File: src/rtl/fpsa_pkg.sv
`timescale 1ns / 1ps
// ----------------------------------------------------------------------------
// fpsa_pkg
// shared types and codes of the fit-policy segment allocator
// ----------------------------------------------------------------------------
package fpsa_pkg;

    localparam int DEPTH  = 16;
    localparam int ADDR_W = 4;
    localparam int CNT_W  = 5;
    localparam int UNIT_W = 6;

    localparam logic       REQ_ALLOC  = 1'b0;
    localparam logic       REQ_FREE   = 1'b1;

    localparam logic [1:0] ST_DONE    = 2'd0;
    localparam logic [1:0] ST_NO_FIT  = 2'd1;
    localparam logic [1:0] ST_UNKNOWN = 2'd2;

    localparam logic [1:0] POL_BEST   = 2'd0;
    localparam logic [1:0] POL_FIRST  = 2'd1;
    localparam logic [1:0] POL_WORST  = 2'd2;

    localparam logic [1:0] CLS_ICU    = 2'd0;
    localparam logic [1:0] CLS_ISO    = 2'd1;
    localparam logic [1:0] CLS_GEN    = 2'd2;

    localparam logic [2:0] ADDR_FIT_POLICY = 3'd0;

    typedef struct packed {
        logic [3:0]        id;
        logic [UNIT_W-1:0] start;
        logic [UNIT_W-1:0] size;
        logic              free;
        logic [1:0]        cls;
    } seg_t;

    typedef struct packed {
        logic       req_type;
        logic [4:0] units_needed;
        logic [1:0] bed_class;
        logic [3:0] bed_id;
    } req_t;

    typedef struct packed {
        logic [1:0]  status;
        logic [3:0]  granted_id;
        logic [15:0] patient_id;
        logic [4:0]  free_units;
        logic [4:0]  largest_free;
    } rsp_t;

endpackage

File: src/rtl/fpsa_ram.sv
`timescale 1ns / 1ps
// ----------------------------------------------------------------------------
// fpsa_ram
// generic simple dual-port ram, one write port, registered read
// ----------------------------------------------------------------------------
module fpsa_ram #(
    parameter int WIDTH = 19,
    parameter int DEPTH = 16
) (
    input  logic                     clk,
    input  logic                     wr_en,
    input  logic [$clog2(DEPTH)-1:0] wr_addr,
    input  logic [WIDTH-1:0]         wr_data,
    input  logic [$clog2(DEPTH)-1:0] rd_addr,
    output logic [WIDTH-1:0]         rd_data
);

    logic [WIDTH-1:0] mem [DEPTH];

    always_ff @(posedge clk)
    begin
        if (wr_en)
        begin
            mem[wr_addr] <= wr_data;
        end
        rd_data <= mem[rd_addr];
    end

endmodule

File: src/rtl/fpsa_engine.sv
`timescale 1ns / 1ps
// ----------------------------------------------------------------------------
// fpsa_engine
// sequencer that scans, updates and compacts the segment table in ram
// ----------------------------------------------------------------------------
module fpsa_engine #(
    parameter int ICU_BEDS = 4,
    parameter int ISO_BEDS = 4,
    parameter int GEN_BEDS = 8
) (
    input  logic                               clk,
    input  logic                               rst_n,
    input  logic [1:0]                         fit_policy,
    input  logic                               req_valid,
    output logic                               req_stall,
    input  fpsa_pkg::req_t                     req,
    output logic                               rsp_valid,
    input  logic                               rsp_stall,
    output fpsa_pkg::rsp_t                     rsp,
    output logic                               wr_en,
    output logic [fpsa_pkg::ADDR_W-1:0]        wr_addr,
    output logic [$bits(fpsa_pkg::seg_t)-1:0]  wr_data,
    output logic [fpsa_pkg::ADDR_W-1:0]        rd_addr,
    input  logic [$bits(fpsa_pkg::seg_t)-1:0]  rd_data
);

    localparam int SUM_BEDS  = ICU_BEDS + ISO_BEDS + GEN_BEDS;
    localparam int INIT_CNT  = (SUM_BEDS > fpsa_pkg::DEPTH) ? fpsa_pkg::DEPTH : SUM_BEDS;
    localparam int ISO_START = 3 * ICU_BEDS;
    localparam int GEN_START = 3 * ICU_BEDS + 2 * ISO_BEDS;

    typedef enum logic [2:0] {
        S_INIT, S_IDLE, S_SCAN, S_WRITE, S_MERGE, S_STATS, S_DONE
    } state_t;

    function automatic fpsa_pkg::seg_t layout(input logic [fpsa_pkg::ADDR_W-1:0] idx);
        fpsa_pkg::seg_t s;
        int             i;
        i       = int'(idx);
        s.id    = idx;
        s.free  = 1'b1;
        if (i < ICU_BEDS)
        begin
            s.start = fpsa_pkg::UNIT_W'(3 * i);
            s.size  = fpsa_pkg::UNIT_W'(3);
            s.cls   = fpsa_pkg::CLS_ICU;
        end
        else if (i < ICU_BEDS + ISO_BEDS)
        begin
            s.start = fpsa_pkg::UNIT_W'(ISO_START + 2 * (i - ICU_BEDS));
            s.size  = fpsa_pkg::UNIT_W'(2);
            s.cls   = fpsa_pkg::CLS_ISO;
        end
        else
        begin
            s.start = fpsa_pkg::UNIT_W'(GEN_START + (i - ICU_BEDS - ISO_BEDS));
            s.size  = fpsa_pkg::UNIT_W'(1);
            s.cls   = fpsa_pkg::CLS_GEN;
        end
        return s;
    endfunction

    state_t                        state_reg, state_next;
    logic [fpsa_pkg::CNT_W-1:0]    cnt_reg, cnt_next;
    logic [15:0]                   patient_reg, patient_next;
    fpsa_pkg::req_t                rq_reg, rq_next;
    logic [fpsa_pkg::CNT_W-1:0]    raddr_reg, raddr_next;
    logic                          pend_reg, pend_next;
    logic [fpsa_pkg::ADDR_W-1:0]   pidx_reg, pidx_next;
    logic                          found_reg, found_next;
    logic [fpsa_pkg::ADDR_W-1:0]   pick_idx_reg, pick_idx_next;
    fpsa_pkg::seg_t                pick_reg, pick_next;
    fpsa_pkg::seg_t                acc_reg, acc_next;
    logic                          have_acc_reg, have_acc_next;
    logic [fpsa_pkg::ADDR_W-1:0]   widx_reg, widx_next;
    logic [fpsa_pkg::UNIT_W:0]     total_reg, total_next;
    logic [fpsa_pkg::UNIT_W-1:0]   largest_reg, largest_next;
    logic [1:0]                    status_reg, status_next;
    logic [3:0]                    granted_reg, granted_next;
    logic [15:0]                   pid_reg, pid_next;
    logic                          rsp_valid_reg, rsp_valid_next;
    fpsa_pkg::rsp_t                rsp_reg, rsp_next;

    fpsa_pkg::seg_t                rd_seg;
    fpsa_pkg::seg_t                b_seg;
    logic                          issue;
    logic                          scan_end;
    logic                          fits;
    logic                          better;
    logic                          mergeable;

    assign rd_seg    = fpsa_pkg::seg_t'(rd_data);
    assign rd_addr   = raddr_reg[fpsa_pkg::ADDR_W-1:0];
    assign req_stall = (state_reg != S_IDLE);
    assign rsp_valid = rsp_valid_reg;
    assign rsp       = rsp_reg;
    assign scan_end  = (raddr_reg == cnt_reg) && !pend_reg;

    always_comb
    begin
        b_seg = rd_seg;
        if (pidx_reg == pick_idx_reg)
        begin
            b_seg.free = 1'b1;
        end
    end

    assign fits = rd_seg.free && (rd_seg.cls == rq_reg.bed_class)
                  && (rd_seg.size >= {1'b0, rq_reg.units_needed});

    always_comb
    begin
        if (!found_reg)
        begin
            better = 1'b1;
        end
        else if (fit_policy == fpsa_pkg::POL_BEST)
        begin
            better = rd_seg.size < pick_reg.size;
        end
        else if (fit_policy == fpsa_pkg::POL_FIRST)
        begin
            better = 1'b0;
        end
        else
        begin
            better = rd_seg.size > pick_reg.size;
        end
    end

    assign mergeable = acc_reg.free && b_seg.free && (acc_reg.cls == b_seg.cls)
                       && (({1'b0, acc_reg.start} + {1'b0, acc_reg.size})
                           == {1'b0, b_seg.start});

    always_comb
    begin
        state_next     = state_reg;
        cnt_next       = cnt_reg;
        patient_next   = patient_reg;
        rq_next        = rq_reg;
        raddr_next     = raddr_reg;
        pend_next      = 1'b0;
        pidx_next      = raddr_reg[fpsa_pkg::ADDR_W-1:0];
        found_next     = found_reg;
        pick_idx_next  = pick_idx_reg;
        pick_next      = pick_reg;
        acc_next       = acc_reg;
        have_acc_next  = have_acc_reg;
        widx_next      = widx_reg;
        total_next     = total_reg;
        largest_next   = largest_reg;
        status_next    = status_reg;
        granted_next   = granted_reg;
        pid_next       = pid_reg;
        rsp_valid_next = rsp_valid_reg && rsp_stall;
        rsp_next       = rsp_reg;
        wr_en          = 1'b0;
        wr_addr        = widx_reg;
        wr_data        = acc_reg;
        issue          = (raddr_reg < cnt_reg);

        case (state_reg)
            S_INIT:
            begin
                wr_en      = 1'b1;
                wr_addr    = raddr_reg[fpsa_pkg::ADDR_W-1:0];
                wr_data    = layout(raddr_reg[fpsa_pkg::ADDR_W-1:0]);
                raddr_next = raddr_reg + 1'b1;
                if (raddr_reg == fpsa_pkg::CNT_W'(fpsa_pkg::DEPTH - 1))
                begin
                    state_next = S_IDLE;
                end
            end
            S_IDLE:
            begin
                if (req_valid)
                begin
                    rq_next      = req;
                    raddr_next   = '0;
                    found_next   = 1'b0;
                    status_next  = fpsa_pkg::ST_DONE;
                    granted_next = '0;
                    pid_next     = '0;
                    state_next   = S_SCAN;
                end
            end
            S_SCAN:
            begin
                if (issue)
                begin
                    pend_next  = 1'b1;
                    raddr_next = raddr_reg + 1'b1;
                end
                if (pend_reg)
                begin
                    if (rq_reg.req_type == fpsa_pkg::REQ_ALLOC)
                    begin
                        if (fits && better)
                        begin
                            found_next    = 1'b1;
                            pick_idx_next = pidx_reg;
                            pick_next     = rd_seg;
                        end
                    end
                    else if (!found_reg && (rd_seg.id == rq_reg.bed_id))
                    begin
                        found_next    = 1'b1;
                        pick_idx_next = pidx_reg;
                    end
                end
                if (scan_end)
                begin
                    raddr_next    = '0;
                    have_acc_next = 1'b0;
                    widx_next     = '0;
                    total_next    = '0;
                    largest_next  = '0;
                    if (!found_reg)
                    begin
                        status_next = (rq_reg.req_type == fpsa_pkg::REQ_ALLOC)
                                      ? fpsa_pkg::ST_NO_FIT : fpsa_pkg::ST_UNKNOWN;
                        state_next  = S_STATS;
                    end
                    else if (rq_reg.req_type == fpsa_pkg::REQ_ALLOC)
                    begin
                        state_next = S_WRITE;
                    end
                    else
                    begin
                        state_next = S_MERGE;
                    end
                end
            end
            S_WRITE:
            begin
                wr_en        = 1'b1;
                wr_addr      = pick_idx_reg;
                wr_data      = pick_reg;
                wr_data[$bits(fpsa_pkg::seg_t)-1-4-2*fpsa_pkg::UNIT_W] = 1'b0;
                granted_next = pick_reg.id;
                pid_next     = patient_reg;
                patient_next = patient_reg + 16'd1;
                state_next   = S_STATS;
            end
            S_MERGE:
            begin
                if (issue)
                begin
                    pend_next  = 1'b1;
                    raddr_next = raddr_reg + 1'b1;
                end
                if (pend_reg)
                begin
                    if (!have_acc_reg)
                    begin
                        acc_next      = b_seg;
                        have_acc_next = 1'b1;
                    end
                    else if (mergeable)
                    begin
                        acc_next.size = acc_reg.size + b_seg.size;
                    end
                    else
                    begin
                        wr_en     = 1'b1;
                        widx_next = widx_reg + 1'b1;
                        acc_next  = b_seg;
                    end
                end
                if (scan_end)
                begin
                    wr_en      = 1'b1;
                    cnt_next   = {1'b0, widx_reg} + 1'b1;
                    raddr_next = '0;
                    state_next = S_STATS;
                end
            end
            S_STATS:
            begin
                if (issue)
                begin
                    pend_next  = 1'b1;
                    raddr_next = raddr_reg + 1'b1;
                end
                if (pend_reg && rd_seg.free)
                begin
                    total_next = total_reg + {1'b0, rd_seg.size};
                    if (rd_seg.size > largest_reg)
                    begin
                        largest_next = rd_seg.size;
                    end
                end
                if (scan_end)
                begin
                    state_next = S_DONE;
                end
            end
            S_DONE:
            begin
                if (!rsp_valid_reg || !rsp_stall)
                begin
                    rsp_valid_next      = 1'b1;
                    rsp_next.status     = status_reg;
                    rsp_next.granted_id = granted_reg;
                    rsp_next.patient_id = pid_reg;
                    rsp_next.free_units = (total_reg > 7'd31) ? 5'd31 : total_reg[4:0];
                    rsp_next.largest_free = (largest_reg > 6'd31) ? 5'd31
                                            : largest_reg[4:0];
                    state_next          = S_IDLE;
                end
            end
            default:
            begin
                state_next = S_IDLE;
            end
        endcase
    end

    always_ff @(posedge clk or negedge rst_n)
    begin
        if (!rst_n)
        begin
            state_reg     <= S_INIT;
            cnt_reg       <= fpsa_pkg::CNT_W'(INIT_CNT);
            patient_reg   <= '0;
            raddr_reg     <= '0;
            pend_reg      <= 1'b0;
            found_reg     <= 1'b0;
            have_acc_reg  <= 1'b0;
            rsp_valid_reg <= 1'b0;
            rq_reg        <= '0;
            pidx_reg      <= '0;
            pick_idx_reg  <= '0;
            pick_reg      <= '0;
            acc_reg       <= '0;
            widx_reg      <= '0;
            total_reg     <= '0;
            largest_reg   <= '0;
            status_reg    <= '0;
            granted_reg   <= '0;
            pid_reg       <= '0;
            rsp_reg       <= '0;
        end
        else
        begin
            state_reg     <= state_next;
            cnt_reg       <= cnt_next;
            patient_reg   <= patient_next;
            raddr_reg     <= raddr_next;
            pend_reg      <= pend_next;
            found_reg     <= found_next;
            have_acc_reg  <= have_acc_next;
            rsp_valid_reg <= rsp_valid_next;
            rq_reg        <= rq_next;
            pidx_reg      <= pidx_next;
            pick_idx_reg  <= pick_idx_next;
            pick_reg      <= pick_next;
            acc_reg       <= acc_next;
            widx_reg      <= widx_next;
            total_reg     <= total_next;
            largest_reg   <= largest_next;
            status_reg    <= status_next;
            granted_reg   <= granted_next;
            pid_reg       <= pid_next;
            rsp_reg       <= rsp_next;
        end
    end

    // table never grows past its depth
    a_cnt_bound: assert property (@(posedge clk) disable iff (!rst_n)
        cnt_reg <= fpsa_pkg::CNT_W'(fpsa_pkg::DEPTH))
        else $error("segment count beyond table depth");

    // compaction never grows the table
    a_merge_shrinks: assert property (@(posedge clk) disable iff (!rst_n)
        (state_reg == S_MERGE) |=> (cnt_reg <= $past(cnt_reg)))
        else $error("merge pass grew the table");

    // largest free segment is part of the free total
    a_largest_le_total: assert property (@(posedge clk) disable iff (!rst_n)
        rsp_valid_reg |-> (rsp_reg.largest_free <= rsp_reg.free_units))
        else $error("largest free exceeds free units");

    // failed requests carry no grant
    a_fail_no_grant: assert property (@(posedge clk) disable iff (!rst_n)
        (rsp_valid_reg && (rsp_reg.status != fpsa_pkg::ST_DONE))
        |-> ((rsp_reg.granted_id == 4'd0) && (rsp_reg.patient_id == 16'd0)))
        else $error("grant reported on a failed request");

endmodule

File: src/rtl/fit_policy_segment_allocator_top.sv
`timescale 1ns / 1ps
// ----------------------------------------------------------------------------
// fit_policy_segment_allocator_top
// whole-segment allocator with best, first or worst fit and free coalescing
// ----------------------------------------------------------------------------
//  channel | direction | handshake          | payload
//  --------+-----------+--------------------+-------------------------------
//  req     | in        | req_valid/req_stall | fpsa_pkg::req_t request
//  rsp     | out       | rsp_valid/rsp_stall | fpsa_pkg::rsp_t result
//  apb     | in/out    | psel/penable/pready | fit_policy register at 0x0
//
//  one request at a time; each is served by sequential scans of the table
//  over the single read port of the segment ram: a search scan, then the
//  write of the granted segment for an allocate or a merge scan for a free
//  (neither when nothing fits or the id is unknown), then a statistics
//  scan; the engine returns to idle before the next request is taken
//  after reset the layout is written into every ram entry, during
//  which req_stall stays high (register writes are taken throughout)
//  the result sits in an output register, so a new request is taken while
//  an earlier result is still stalled
// ----------------------------------------------------------------------------
module fit_policy_segment_allocator_top #(
    parameter int ICU_BEDS = 4,
    parameter int ISO_BEDS = 4,
    parameter int GEN_BEDS = 8
) (
    input  logic           clk,
    input  logic           rst_n,
    input  logic           req_valid,
    output logic           req_stall,
    input  fpsa_pkg::req_t req,
    output logic           rsp_valid,
    input  logic           rsp_stall,
    output fpsa_pkg::rsp_t rsp,
    input  logic           psel,
    input  logic           penable,
    input  logic           pwrite,
    input  logic [2:0]     paddr,
    input  logic [31:0]    pwdata,
    output logic [31:0]    prdata,
    output logic           pready
);

    localparam int SEG_W = $bits(fpsa_pkg::seg_t);

    logic [1:0]                  fit_policy_reg;
    logic                        wr_en;
    logic [fpsa_pkg::ADDR_W-1:0] wr_addr;
    logic [SEG_W-1:0]            wr_data;
    logic [fpsa_pkg::ADDR_W-1:0] rd_addr;
    logic [SEG_W-1:0]            rd_data;
    logic                        reg_sel;

    // register decode on the word address, one register only
    assign reg_sel = (paddr[2] == fpsa_pkg::ADDR_FIT_POLICY[2]);
    assign pready  = 1'b1;
    assign prdata  = reg_sel ? {30'd0, fit_policy_reg} : 32'd0;

    // fit policy, written during the access phase of a transfer
    always_ff @(posedge clk or negedge rst_n)
    begin
        if (!rst_n)
        begin
            fit_policy_reg <= fpsa_pkg::POL_BEST;
        end
        else if (psel && penable && pwrite && pready && reg_sel)
        begin
            fit_policy_reg <= pwdata[1:0];
        end
    end

    // segment table storage
    fpsa_ram #(
        .WIDTH (SEG_W),
        .DEPTH (fpsa_pkg::DEPTH)
    ) u_ram (
        .clk     (clk),
        .wr_en   (wr_en),
        .wr_addr (wr_addr),
        .wr_data (wr_data),
        .rd_addr (rd_addr),
        .rd_data (rd_data)
    );

    // scan, allocate, merge and statistics sequencer
    fpsa_engine #(
        .ICU_BEDS (ICU_BEDS),
        .ISO_BEDS (ISO_BEDS),
        .GEN_BEDS (GEN_BEDS)
    ) u_engine (
        .clk        (clk),
        .rst_n      (rst_n),
        .fit_policy (fit_policy_reg),
        .req_valid  (req_valid),
        .req_stall  (req_stall),
        .req        (req),
        .rsp_valid  (rsp_valid),
        .rsp_stall  (rsp_stall),
        .rsp        (rsp),
        .wr_en      (wr_en),
        .wr_addr    (wr_addr),
        .wr_data    (wr_data),
        .rd_addr    (rd_addr),
        .rd_data    (rd_data)
    );

endmodule
File: config.mk
export PLATFORM = sky130hd
export DESIGN_NAME = fit_policy_segment_allocator_top
export DESIGN_NICKNAME = d
export VERILOG_FILES = /design/src/rtl/fpsa_pkg.sv /design/src/rtl/fpsa_ram.sv /design/src/rtl/fpsa_engine.sv /design/src/rtl/fit_policy_segment_allocator_top.sv
export SDC_FILE = /design/constraint.sdc
export NUM_CORES = 1
export LEC_CHECK = 0
export ABC_AREA = 1
export BUFFER_PORTS_ARGS = -buffer_cell sky130_fd_sc_hd__buf_2
export CORE_ASPECT_RATIO = 2
export CORE_MARGIN = 3
export CORE_UTILIZATION = 40
export DETAILED_ROUTE_END_ITERATION = 10
export GPL_ROUTABILITY_DRIVEN = 0
export SYNTH_ARGS = -nofsm -noshare
export SYNTH_HDL_FRONTEND = slang
export SYNTH_SLANG_ARGS = --single-unit
File: constraint.sdc
create_clock -name clk -period 3.9 [get_ports clk]
set_clock_uncertainty 0.1 [all_clocks]
set_input_delay 0.39 -clock clk [delete_from_list [all_inputs] [get_ports clk]]
set_output_delay 0.39 -clock clk [all_outputs]
set_load 0.01 [all_outputs]
==> summary.md <==
| Metric | Value |
|---|---|
| Worst slew pin tran | 1.30 ns |
| Slew headroom | 13.6% |
| Int Power | slightly above 8 mW |
| Met1 GRT Util | 19.6% |
| Pwr dens | 420 mW/mm2 |
| Multi-input gate area | 0.00655 mm2 |
| I/O pin total | 121 |
| Outcome | complete, no violations |
| Final Setup Violations | 0 |
| Worst Hold Class | input port to register |
| Port bufs | 57 |
| Clock power share | 45.3% |
| Num rows | 118 |
| Starting Density | 40.6% |
| GRT Max-Usage Layer | met2 |
| Gr usage total | roughly a fifth |
| Hold Path Depth | 3 |
| H-Tree Depth | 2 |
| Ys flop type | edfxtp_1 |
| Worst path most repeated cell | nand2_1 |
| Final Hold Viols | 0 |
| HP Start | pwrite |
| Post-Syn Area per Cell | 11.0 um2 |
| FF-to-FF Start | u_engine.acc_reg[3] |
| Num CTS Buffers | 42 |
| Cell count after synthesis | 1,929 |
| WL per Instance | 19.7 um |
| CTS sink cnt | 486 |
| Combinational power share | 0.9% |
| Vias in the first global route | roughly 15k |
| Max Root-Sink Buffers | 3 |
| Arr. time, crit path | 3.61 ns |
| Total Power | 10.1 mW |
| Die ar. | 0.0558 mm2 |
| Worst skew pair latency | between 0.5 and 0.6 ns |
| Post-DRT Antenna Nets | 0 |
| Max-slew violation count | 0 |
| Drt drc | 0 |
| CP Launch Type | register |
| Clock period minus worst slack | ~3.5 ns |
| DRT Pass-1 Iters | 5 |
| Pleak | 8.94 nW |
| Vias | around 14k |
| Cell variety after synth | 56 |
| Final period utilization | 90.5% |
| Die width | 168 um |
| Worst Reg2Reg Path Length in Cells | 14 |
| Drt total wl | about 54,000 um |
| CTS tree | built |
| Largest net degree at the start of global routing | around 90 |
| Switching Fraction | 19.9% |
| Critical-path top delay cell | a21oi_2 |
| GR Util met3 | 1.99% |
| Net switching power | 2.01 mW |
| Crit Path Max Fanout | 19 |
| Register area | 0.0136 mm2 |
| CP endpoint kind | register |
| FFs w/ async S/R, synth | 33.5% |
| First-pass GRT wire length | approximately 80,000 um |
| Mapped Area | 0.0211 mm2 |
| Vias per inst | 5.32 |
| CTS clk-pin slew, worst paths | 0.06 ns |
| GR Util met2 | 36.4% |
| # Max-Cap Violations | 0 |
| Synth-to-layout area growth | 13.6% |
| Placement Cell Area | 0.0223 mm2 |
| CP cell instances | ha_1, fa_1, inv_1, nand2_1, nand2_1, nor2_1, nand3_1, nor2_1, nand2_1, nor2_1, nand2_1, nand4_1, buf_4, a21oi_2 |
| Fmax | 283 MHz |
| Req. time, crit path | around 4 ns |
| Flop pwr share | 53.8% |
| YS warnings | 0 |
| GRT overflow | 0 |
| Slack of the worst reg-to-reg path | 0.37 ns |
| Post-CTS Repair Setup Buffers | 0 |
| Final instance area | around 0.024 mm2 |
| DRT iter0 DRCs | 1,173 |
| Initial antenna violation count | 0 |
| Setup TNS | 0 ns |
| Peak VDD IR | ~0.46 mV |
| Resize count post-CTS | 0 |
| Max reg flops | 304 |
| Share of cells above drive strength 1 | 13.0% |
| DP HPWL | about 37,000 um |
| Unrepaired setup endpoints after global routing | no |
| Die Ht | 331 um |
| FF+latch count, synth | 486 |
| Core box area | 0.0520 mm2 |
| Root Buffer Master | clkbuf_16 |
| Sequential fraction of the synthesis area | around 64% |
| Final #Nets | 2,135 |
| CP peak stage delay | 1.01 ns |
| Fillers | between 4k and 5k |
| Hold Path Sink | fit_policy_reg[0] |
| Diode count | 0 |
| Crit Path Class | register to register |
| Crit Reg-Reg Endpoint | u_ram.mem[15][18] |
| Post-synth EDFFs | 304 |
## stage by stage
stage / std cells / setup slack [ns] / hold slack (ns) / util [%]
after floorplan: 1958 / 0.195 / -0.00559 / -
after global placement: 2625 / 0.355 / 0.345 / 43.0
after detailed placement: 2625 / 0.324 / 0.358 / 43.0
after CTS: 2719 / 0.300 / 0.0498 / 46.2
after global routing: 2719 / 0.117 / 0.121 / 46.2
final: 2719 / 0.370 / 0.0720 / 46.2
## power groups by stage
stage                     logic [mW]  clock network (mW)  registers, mW
final                         0.0905                4.56           5.42
after CTS                     0.0931                4.65           5.42
after global placement        0.0792                   0           5.53
after global routing           0.104                4.83           5.42
after floorplan               0.0464                   0           5.53
after detailed placement      0.0799                   0           5.53
## cells in the mapped netlist, types with 2 or more instances
master	instances	share of area, %
edfxtp_1	304	43
nand2_1	273	4.9
o21ai_0	257	6.1
nor2_1	219	3.9
dfrtp_1	162	19
inv_1	146	2.6
nand3_1	66	1.6
clkbuf_1	64	1.1
o22ai_1	62	1.8
ha_1	52	3.1
a21oi_1	49	1.2
buf_4	34	1.2
o221ai_1	34	1.4
o211ai_1	26	0.92
xor2_1	21	0.87
dfxtp_1	19	1.8
nor2_2	16	0.47
buf_2	13	0.31
nand4_1	13	0.39
nand2_2	8	0.24
a31oi_1	7	0.21
inv_2	7	0.12
mux2_2	7	0.37
o21ai_1	7	0.17
xnor2_1	6	0.25
a21oi_2	5	0.21
nand3_2	5	0.24
fa_1	4	0.38
a21o_1	3	0.11
clkinv_1	3	0.053
nor2_4	3	0.16
nor3_1	3	0.071
a211oi_1	2	0.071
a22o_1	2	0.083
conb_1	2	0.036
nand3b_1	2	0.071
nor3_4	2	0.15
nor3b_1	2	0.071
or2_2	2	0.059
## critical path, delay by kind of cell (launching register included)
kind	cells	cell delay, ns
compound gates	1	1.01
fa+ha+maj	2	0.71
buf+inv	2	0.29
flops	1	0.43
simple gates	9	0.60
## worst max path at each step
stage / from / end / slack [ns] / cells after the start
global route: u_engine.acc_reg[3] / u_ram.mem[15][18] / 0.12 / 12
detailed placement: u_engine.acc_reg[3] / u_ram.mem[15][7] / 0.32 / 13
CTS: u_engine.acc_reg[3] / u_ram.mem[15][18] / 0.30 / 12
finish: u_engine.acc_reg[3] / u_ram.mem[15][18] / 0.37 / 14
global placement: u_engine.acc_reg[3] / u_ram.mem[13][8] / 0.36 / 13
floorplan: u_engine.raddr_reg[0] / u_ram.mem[15][0] / 0.19 / 12
## cells by family after synthesis
| family | after synthesis | share of synthesized area [%] |
|---|---|---|
| DFF | 486 | 64.3 |
| other | 2 | 0.0356 |
| adders and majority gates | 56 | 3.46 |
| and+or+nand+nor | 620 | 12.6 |
| muxes | 7 | 0.373 |
| AOI/OAI and AO/OA | 462 | 12.6 |
| xor gates and xnor gates | 27 | 1.12 |
| buffers and inverters | 269 | 5.50 |
## area by class of cell
class / instances / share of cell area [%]
timing repair buffer: 136 / 3.90
sequential: 486 / 56.6
clock buffer: 54 / 4.69
multi-input combinational: 1203 / 27.3
clock inverter: 24 / 1.62
inverter: 156 / 2.45
tap: 660 / 3.44
## timing repair
item,CTS,global route
endpoints found under the setup margin,0,0
endpoints found under the hold margin,101,0
hold buffers,16,0
## cells in the final DEF (no fill, tap or decap), types with 7 or more instances in the layout
| cell type | count |
|---|---|
| o21ai_1 | 7 |
| dfrtp_1 | 160 |
| o221ai_1 | 34 |
| a21oi_2 | 21 |
| buf_4 | 62 |
| clkbuf_16 | 42 |
| nand4_1 | 13 |
| bufinv_16 | 8 |
| dlygate4sd3_1 | 16 |
| a21oi_1 | 33 |
| ha_1 | 52 |
| nand2_2 | 8 |
| nor2_1 | 218 |
| clkbuf_1 | 9 |
| inv_1 | 144 |
| nand2_1 | 273 |
| dfxtp_1 | 19 |
| a31oi_1 | 7 |
| mux2_2 | 7 |
| nor2_2 | 17 |
| o21ai_0 | 257 |
| xor2_1 | 21 |
| edfxtp_1 | 304 |
| inv_2 | 8 |
| o211ai_1 | 26 |
| buf_2 | 56 |
| conb_1 | 31 |
| o22ai_1 | 62 |
| nand3_1 | 66 |
## per-layer routing
metal / wire length, um / vias up / share of wire [%]
met5: 0 / - / 0
met1: 19400 / 7029 / 36
met2: 29000 / 414 / 54
li1: - / 6864 / -
met3: 1930 / 162 / 3.6
met4: 3370 / 0 / 6.3
(Power assumes the default switching activity.)
